==> config.mk <==
export PLATFORM = sky130hd
export DESIGN_NAME = twcd_ctrl
export DESIGN_NICKNAME = d
export VERILOG_FILES = /design/src/hw/rtl/twcd_pkg.sv /design/src/hw/rtl/twcd_ctrl.sv
export SDC_FILE = /design/constraint.sdc
export NUM_CORES = 1
export LEC_CHECK = 0
export BUFFER_PORTS_ARGS = -buffer_cell sky130_fd_sc_hd__buf_2
export CORE_AREA = 3 3 40 42
export CTS_CLUSTER_DIAMETER = 30
export CTS_CLUSTER_SIZE = 40
export DETAILED_ROUTE_END_ITERATION = 16
export DIE_AREA = 0 0 43 45
export SLEW_MARGIN = 20
export SYNTH_ARGS = -nofsm -noshare
export SYNTH_HDL_FRONTEND = slang
export SYNTH_SLANG_ARGS = --single-unit
==> constraint.sdc <==
create_clock -name clk -period 1.3 [get_ports clk]
set_input_delay 0.13 -clock clk [delete_from_list [all_inputs] [get_ports clk]]
set_output_delay 0.13 -clock clk [all_outputs]
set_load 0.02 [all_outputs]
==> src/hw/rtl/twcd_pkg.sv <==
// Shared constants, request codes and controller/datapath interface types.
`timescale 1ns / 1ps
package twcd_pkg;

  localparam int TEX_W_LOG2  = 6;
  localparam int TEX_H_LOG2  = 6;
  localparam int REGION_LOG2 = 12;
  localparam int STORE_AW    = 14;
  localparam int STORE_DEPTH = 1 << STORE_AW;
  localparam int TEXEL_W     = 24;
  localparam int CFG_IDX_W   = 1;
  localparam int CFG_DATA_W  = 13;

  // Offset sum wide enough for row<<W + column and for the region mask.
  localparam int OFF_W = (TEX_H_LOG2 + TEX_W_LOG2 + 1 > REGION_LOG2) ?
                         (TEX_H_LOG2 + TEX_W_LOG2 + 1) : REGION_LOG2;

  // Step dividend is 2^(TEX_H_LOG2+16): one quotient bit per cycle.
  localparam int DIVW      = TEX_H_LOG2 + 17;
  localparam int DIV_CNT_W = $clog2(DIVW);

  localparam logic [TEXEL_W-1:0] HALF_MASK = 24'd8355711;

  localparam logic [CFG_DATA_W-1:0] SCREEN_WIDTH_RST  = 13'd640;
  localparam logic [CFG_DATA_W-1:0] SCREEN_HEIGHT_RST = 13'd480;

  localparam logic [CFG_IDX_W-1:0] CFG_SCREEN_WIDTH  = 1'd0;
  localparam logic [CFG_IDX_W-1:0] CFG_SCREEN_HEIGHT = 1'd1;

  localparam logic [1:0] REQ_SETUP = 2'd0;
  localparam logic [1:0] REQ_TICK  = 2'd1;
  localparam logic [1:0] REQ_LOAD  = 2'd2;

  typedef struct packed {
    logic ld_setup;
    logic mul_en;
    logic div_start;
    logic col_en;
    logic ld_step;
    logic pos_en;
    logic tick_en;
    logic load_en;
    logic out_load;
  } twcd_cmd_t;

  typedef struct packed {
    logic div_busy;
    logic tick_hit;
  } twcd_sts_t;

endpackage

==> src/hw/rtl/twcd_ctrl.sv <==
// Controller: request decode, setup sequencing and output handshake.
`timescale 1ns / 1ps
module twcd_ctrl (
  input  logic                clk,
  input  logic                rst_n,
  input  logic                in_valid,
  output logic                in_ready,
  input  logic [1:0]          in_req_type,
  output logic                out_valid,
  input  logic                out_ready,
  input  twcd_pkg::twcd_sts_t sts,
  output twcd_pkg::twcd_cmd_t cmd
);

  typedef enum logic [2:0] {
    S_IDLE,
    S_MUL,
    S_COL,
    S_DIV,
    S_POS,
    S_TICK
  } state_t;

  state_t state_r, state_nxt;
  logic   out_valid_r, out_valid_nxt;
  logic   out_free;
  logic   accept;

  assign out_free = !out_valid_r || out_ready;
  assign in_ready = (state_r == S_IDLE) || ((state_r == S_TICK) && out_free);
  assign accept   = in_valid && in_ready;

  always_comb begin
    cmd           = '0;
    cmd.ld_setup  = accept && (in_req_type == twcd_pkg::REQ_SETUP);
    cmd.tick_en   = accept && (in_req_type == twcd_pkg::REQ_TICK);
    cmd.load_en   = accept && (in_req_type == twcd_pkg::REQ_LOAD);
    cmd.mul_en    = (state_r == S_MUL);
    cmd.div_start = (state_r == S_MUL);
    cmd.col_en    = (state_r == S_COL);
    cmd.ld_step   = (state_r == S_DIV) && !sts.div_busy;
    cmd.pos_en    = (state_r == S_POS);
    cmd.out_load  = (state_r == S_TICK) && out_free;

    state_nxt = state_r;
    case (state_r)
      S_IDLE, S_TICK: begin
        if (state_r == S_TICK && out_free) begin
          state_nxt = S_IDLE;
        end
        if (accept) begin
          case (in_req_type)
            twcd_pkg::REQ_SETUP: state_nxt = S_MUL;
            twcd_pkg::REQ_TICK:  state_nxt = sts.tick_hit ? S_TICK : S_IDLE;
            default:             state_nxt = S_IDLE;
          endcase
        end
      end
      S_MUL:   state_nxt = S_COL;
      S_COL:   state_nxt = S_DIV;
      S_DIV:   state_nxt = sts.div_busy ? S_DIV : S_POS;
      S_POS:   state_nxt = S_IDLE;
      default: state_nxt = S_IDLE;
    endcase

    out_valid_nxt = out_valid_r;
    if (cmd.out_load) begin
      out_valid_nxt = 1'b1;
    end else if (out_ready) begin
      out_valid_nxt = 1'b0;
    end
  end

  always_ff @(posedge clk) begin
    if (!rst_n) begin
      state_r     <= S_IDLE;
      out_valid_r <= 1'b0;
    end else begin
      state_r     <= state_nxt;
      out_valid_r <= out_valid_nxt;
    end
  end

  assign out_valid = out_valid_r;

`ifndef ASSERT_OFF
  a_no_accept_in_setup: assert property (@(posedge clk) disable iff (!rst_n)
    (state_r == S_MUL || state_r == S_COL || state_r == S_DIV || state_r == S_POS)
      |-> !in_ready)
    else $error("input taken during column setup");

  a_load_into_free_slot: assert property (@(posedge clk) disable iff (!rst_n)
    cmd.out_load |-> (!out_valid_r || out_ready))
    else $error("output register overwritten while full");

  a_div_runs_after_start: assert property (@(posedge clk) disable iff (!rst_n)
    (state_r == S_MUL) |=> sts.div_busy)
    else $error("divider not running after start");
`endif

endmodule

# Yosys cells after proc, flatten, opt, wreduce, memory -nomap -nowiden
# Index checks and enable logic that the tools add are counted.
# Widths: inputs -> output; s select.
# word_totals
reg_bits,4
inputBits,8
output_inout_bits,11
elab_cells,32
# op_classes
n_eq_ne,8
muxes,8
reduce_logical,14
# ops
cell,n
$mux 3,4
$pmux 3 s4,1
$eq 3x2->1 const B,2
$eq 3x3->1 const B,2
$logic_and 1x1->1,6
$pmux 3 s2,1
$eq 3x1->1 const B,1
$logic_not 3->1,1
$ne 3x3->1 const B,1
$eq 2x1->1 const B,1
$eq 2x2->1 const B,1
$logic_not 1->1,2
$logic_not 2->1,1
$logic_or 1x1->1,2
$mux 1,2
$reduce_bool 2->1,1
$reduce_or 2->1,1

# Depth between registers and ports, before layout
# Gate-level depths: netlist of run 1.
# logic_depth
depth_word,7
ltp_mapped,5
ltp_nobuf,4

# Worst setup path before layout of run 1
# Ideal clock, no wire load.
# synth_path
path_type,reg-to-output
startpoint,reg out_valid_r (netlist: out_valid)
endpoint,out cmd[1] (netlist bit)
arrival_ps,1311
t_required_ps,1170
setup_slack_ps,-141
path_stages_with_launch,5
cell_sequence,dfxtp_1 nor2b_1 o21ai_2 nand2b_2 nor3_1
# synth_rtl
item,line,rtl
from (decl),twcd_ctrl.sv:25,"logic out_valid_r, out_valid_nxt;"
from (signal assigned),twcd_ctrl.sv:80,out_valid_r <= out_valid_nxt;
to (decl),twcd_ctrl.sv:12,output twcd_pkg::twcd_cmd_t cmd

==> metrics.txt, run 1 <==
status=finished with violations; failing checks=setup timing; MaxCap Viol Count=0; clk_lat worst skew=0.24 ns; Synth area leaders=dfxtp_1 (23%), nand2_1 (9.9%), nor3_1 (7.3%); first-pass GRT wire length=about 1.3 mm; Remaining DRCs=0; Routed WL per cell=10.0 um; worst reg2reg path endpoint=state_r[1]; fillcell total=139; CTS Root Cell=clkbuf_4; initial antenna violation count=0; Placement Cell Area=around 440 um^2; core footprint=1280 um^2; largest net degree at the start of global routing=11; Syn Inst Count=51; YS warnings=0; Setup Skew=0.00294 ns; worst r2r src=state_r[0]; WP data required=1.17 ns; CP Capture Type=output pin; # clock sinks=4; I/O Buffers=18; min-delay worst type=primary input to flop; via count=~400; Die X=43 um; clock tree buffer depth=2; CP max stage cell=dfxtp_2; crit share post-route=1.11; critical path class=flop to output pin; number of CTS-inserted buffers=3; post-route antenna net violation count=0; Placement Setup Slack=between 0.02 and 0.03 ns; Cell Chain, Critical Path=or2_1 > o21ai_4 > nand2b_4 > nor3_2 > buf_4; leading cell type in the layout, fill and taps excluded=buf_2; Top delay family on crit path=simple AND/OR/NAND/NOR gates; vias in the first global route=350; DR top layer=met4; worst path bufs/invs=1; Largest stage delay, worst path=0.33 ns; Worst Tran Pin Value=about 0.25 ns; WL final=roughly 860 um; Power Total=0.405 mW; Hold WS=0.177 ns; GRT Total Usage=0.0889; commonest cells after routing, fill and taps aside=buf_2 (13), nand2_1 (9), buf_4 (7), nor2_1 (6); Fin. Hold Viols=0; n_diodes=0; Crit Path Max Fanout=5; Max Freq=0.695 GHz; Synth Net Count=59; Std-Cell Rows=13; post-synth cell types=22; CP Launch Type=flop; Post-Route M1 WL=between 300 and 400 um; Pleak=0.257 nW; Final Slew Violations=0; wire length on met2=408 um; drt initial violations=7; IO Pins=19; Seq/Total Area, Yosys=0.234; setup ws final=-0.139 ns; Worst Hold Depth=3; grt total ovfl=0; R2R cell count=3; Mean Syn Cell Area=around 6.7 um^2; relative slew slack=0.832; Mapped Area=around 340 um^2; Synth Register Bits=4; Initial Utilization=0.267; CP arrival=1.31 ns; VDD IR max=320 uV; minimum clock period=between 1 and 1.5 ns; final setup vio count=5; Hold Path Sink=state_r[2]; Hold Startpoint=rst_n; post-synth top area cell=dfxtp_1; R2R setup slack=roughly 0.23 ns; Area growth syn-to-layout=54.0%; drt pass-1 iters=2; CTS tree=yes; clk slew on worst S/H paths=0.03 ns; Post-DP HPWL=593 um; share of the synthesized area in the top cell type=0.234; design area=528 um^2; die area=1940 um^2; gp weighted congestion=around 0.75; wire length on met3=roughly 52 um; Die Ht=45 um; share of cells above drive strength 1=0.521; nets=roughly 80; vias per std cell=4.70; Power Dens Cells=767 nW/um^2; CTS H-tree depth=1; RSZ-0062 raised after global routing=yes; CTS Hold Bufs=0
-- through the flow --
| step | util | TNS, ns | cells |
|---|---|---|---|
| final | 0.411 | -0.505 | 86 |
| after global routing | 0.411 | -0.749 | 86 |
| after CTS | 0.392 | -0.339 | 85 |
| after detailed placement | 0.339 | 0 | 82 |
| after global placement | 0.339 | 0 | 82 |
| after floorplan | - | -0.424 | 51 |
-- layout make-up --
class,instances,area (um^2),share of cell area
flip-flops and latches,4,83.8,0.159
inverters,4,15.0,0.0284
repair buffers,21,129,0.244
well taps,15,18.8,0.0355
multi-input cells,39,259,0.491
clock buffers,3,22.5,0.0427
-- worst max-delay path by stage --
stage / startpoint / cells after the start / end / slack, ns
after floorplan: out_valid / 4 / cmd[1] / -0.14
after global placement: out_valid / 5 / cmd[2] / 0.07
after detailed placement: out_valid / 5 / cmd[1] / 0.03
after CTS: state_r[2] / 5 / cmd[2] / -0.12
after global routing: state_r[0] / 5 / cmd[2] / -0.20
final: state_r[0] / 5 / cmd[2] / -0.14
-- worst reg2reg max path: cells and delay by family (launching register included) --
family                 cells  cell delay, ns
DFF                        1            0.33
buffers and inverters      1            0.14
AOI/OAI and AO/OA          1            0.34
and+or+nand+nor            1            0.16
-- registers in the layout, indices dropped and copies added (netlist names) --
signal	flops
out_valid	1
state_r	3
-- what timing repair did --
item                                    CTS  global route
cloned                                    0             0
resized for setup                        15             4
buffers inserted                          0             1
endpoints found under the setup margin    6             6
pin swaps                                 2             1
-- Yosys cell counts --
library cell	count
nand2_1	9
nor2_1	6
nor3_1	5
dfxtp_1	4
inv_1	4
nand2b_1	3
nor2b_1	3
a31oi_1	2
buf_4	2
a2111oi_2	1
a21oi_1	1
and2_1	1
and2b_1	1
buf_2	1
buf_6	1
nand2b_2	1
nand4_1	1
nor2b_2	1
o21ai_0	1
o21ai_2	1
or2_1	1
or2b_1	1
-- layer usage --
metal / track usage / up-vias
met4: 0.0723 / 0
met5: 0 / -
met3: 0.0120 / 2
met2: 0.141 / 17
met1: 0.108 / 179
li1: - / 206
-- where the power goes --
part | internal, mW | total [mW] | switching [mW]
clock network | 0.103 | 0.156 | 0.0522
logic | 0.0529 | 0.114 | 0.0614
registers | 0.128 | 0.135 | 0.00720
-- cell families (layout without fill, tap and decap cells) --
group                  after synthesis  in the layout  share of synthesized area
AOI/OAI and AO/OA                    6              6                      0.135
buffers and inverters                8             28                      0.135
DFF                                  4              4                      0.234
and+or+nand+nor                     33             33                      0.496
(Power assumes the default switching activity.)
==> run 2: changes to the inputs <==
--- a/config.mk
+++ b/config.mk
@@ -6,11 +6,14 @@
 export NUM_CORES = 1
 export LEC_CHECK = 0
 export BUFFER_PORTS_ARGS = -buffer_cell sky130_fd_sc_hd__buf_2
-export CORE_AREA = 3 3 40 42
+export CELL_PAD_IN_SITES_DETAIL_PLACEMENT = 0
+export CELL_PAD_IN_SITES_GLOBAL_PLACEMENT = 2
+export CORE_MARGIN = 3
+export CORE_UTILIZATION = 19
 export CTS_CLUSTER_DIAMETER = 30
 export CTS_CLUSTER_SIZE = 40
 export DETAILED_ROUTE_END_ITERATION = 16
-export DIE_AREA = 0 0 43 45
+export PLACE_DENSITY_LB_ADDON = 0.1
 export SLEW_MARGIN = 20
 export SYNTH_ARGS = -nofsm -noshare
 export SYNTH_HDL_FRONTEND = slang
==> run 2 against run 1 <==
Die area is 21% higher; non-clock buffer count is 5 higher; the run still ends with setup timing left; maximum frequency is 1.1% lower; sequential power hardly changed; critical path depth stayed put; sequential cell count stayed put; highest routed layer unchanged.
==> metrics.txt, run 2 (same netlist as run 1, synthesis figures left out) <==
status=finished with violations; failing checks=setup timing; initial antenna violation count=0 (unchanged); WL final=978 um (+14%); first-pass GRT wire length=1.50 mm (+15%); n_diodes=0 (unchanged); fillcell total=173 (+24%); VDD IR max=260 uV (-19%); Fin. Hold Viols=0 (unchanged); cell depth of the worst setup path=5 (unchanged); design area=614 um^2 (+16%); CTS H-tree depth=1 (unchanged); Placement Cell Area=454 um^2 (+4.3%); wire length on met3=68 um (+31%); nets=86 (+6.2%); clk slew on worst S/H paths=0.04 ns (about the same); Setup Skew=0.00236 ns (-0.000575 ns); CTS Root Cell=clkbuf_4; number of CTS-inserted buffers=3 (unchanged); Initial Utilization=0.215 (-0.0517); setup ws final=-0.155 ns (-0.0153 ns); CTS tree=yes; largest net degree at the start of global routing=11 (unchanged); CP arrival=1.32 ns (about the same); dpl cells=92 (+12%); Placement Setup Slack=0.0947 ns (+0.0650 ns); MaxCap Viol Count=0 (unchanged); Reg area=87.6 um^2 (+4.5%); Final Slew Violations=0 (unchanged); R2R cell count=5 (+2); vias per std cell=4.09 (-13%); clk_lat worst skew=0.24 ns (about the same); minimum clock period=1.45 ns (+0.0153 ns); final setup vio count=4 (-1); core footprint=1590 um^2 (+24%); critical path class=flop to output pin; Worst Hold Depth=3 (unchanged); crit share post-route=1.12 (+0.0118); max reg flops=3 (unchanged); Post-Route M1 WL=407 um (+6.3%); Std-Cell Rows=14 (+1); final non-filler cell total=100 (+16%); DR top layer=met4; Cell Chain, Critical Path=or2_1 > o21ai_4 > nand2b_4 > nor3_2 > buf_4; Crit Path Max Fanout=4 (-1); min-delay worst type=primary input to flop; IO Pins=19 (unchanged); drt pass-1 iters=4 (+2); Largest stage delay, worst path=0.31 ns (-0.02 ns); relative slew slack=0.835 (+0.00313); commonest cells after routing, fill and taps aside=buf_4 (13), buf_2 (10), nand2_1 (8), nor2_1 (4); multi-input logic area=278 um^2 (+7.2%); clock tree buffer depth=2 (unchanged); Worst Tran Pin Value=0.248 ns (-0.00468 ns); worst path bufs/invs=1 (unchanged); post-route antenna net violation count=0 (unchanged); gp weighted congestion=0.660 (-12%); grt total ovfl=0 (unchanged); Max Freq=0.687 GHz (-1.1%); leading cell type in the layout, fill and taps excluded=buf_4; wire length on met2=471 um (+15%); Remaining DRCs=0 (unchanged); drt initial violations=16 (+9); I/O Buffers=18 (unchanged); Pleak=0.286 nW (+11%); Top delay family on crit path=simple AND/OR/NAND/NOR gates; RSZ-0062 raised after global routing=yes; Area growth syn-to-layout=79.2%; CTS Hold Bufs=0 (unchanged); CP max stage cell=dfxtp_2; vias in the first global route=363 (+3.7%); Routed WL per cell=9.78 um (-2.3%); WP data required=1.17 ns (about the same); share of cells above drive strength 1=0.605 (+0.0841); Post-DP HPWL=712 um (+20%); Die X=48.5 um (+13%); Power Dens Cells=686 nW/um^2 (-11%); Die Ht=48.5 um (+7.7%); GRT Total Usage=0.0846 (-0.00437); CP Capture Type=output pin; CP Launch Type=flop; largest register by flop count=state_r; via count=409 (+1.2%); die area=2350 um^2 (+21%); # clock sinks=4 (unchanged)
==> run 2: cell types whose count changed in the layout (fill, tap and decap cells not counted), sizes merged <==
cell  change
buf       +5
==> run 2: layer usage <==
layer	global-route usage	vias up
li1	-	215
met5	0	-
met1	0.0918	174
met2	0.128	16
met4	0.0853	0
met3	0.0245	4
==> run 2: what timing repair did <==
item                       in CTS  in global routing
buffers inserted                0                  5
setup endpoints to repair       7                  9
pin swaps                       2                  3
gates resized for setup        16                 15
==> run 2: layout make-up <==
type / instances / area share
clock buffers: 3 / 0.0367
inverters: 4 / 0.0244
multi-input cells: 39 / 0.452
flip-flops and latches: 4 / 0.143
well taps: 24 / 0.0489
repair buffers: 26 / 0.295
==> run 2: final timing paths <==
path / start / endpoint / slack, ns
setup reg to reg: state_r[0] / state_r[2] / 0.24
hold reg to reg: state_r[1] / state_r[1] / 0.53
setup / recovery: state_r[0] / cmd[8] / -0.15
hold / removal: rst_n / state_r[2] / 0.16
==> run 2: worst register-to-register path, cell delays in order (launching register included) <==
cell     delay (ns)
dfxtp_2        0.31
or2_1          0.26
o21ai_4        0.09
buf_4          0.13
nand2_1        0.04
a31oi_1        0.15
==> run 2: power by group <==
group,internal [mW],switching [mW],total [mW]
combinational,0.0626,0.0673,0.130
clock,0.104,0.0548,0.158
sequential,0.127,0.00680,0.133
total,0.293,0.129,0.422
==> run 2: through the flow <==
stage                     hold slack [ns]  total power, mW  utilization  setup TNS, ns
after floorplan                     0.270            0.194            -         -0.424
after global placement              0.413            0.227        0.285              0
after detailed placement            0.411            0.226        0.285              0
after CTS                           0.154            0.407        0.333         -0.392
after global routing                0.169            0.449        0.385         -0.704
final                               0.160            0.422        0.385         -0.492
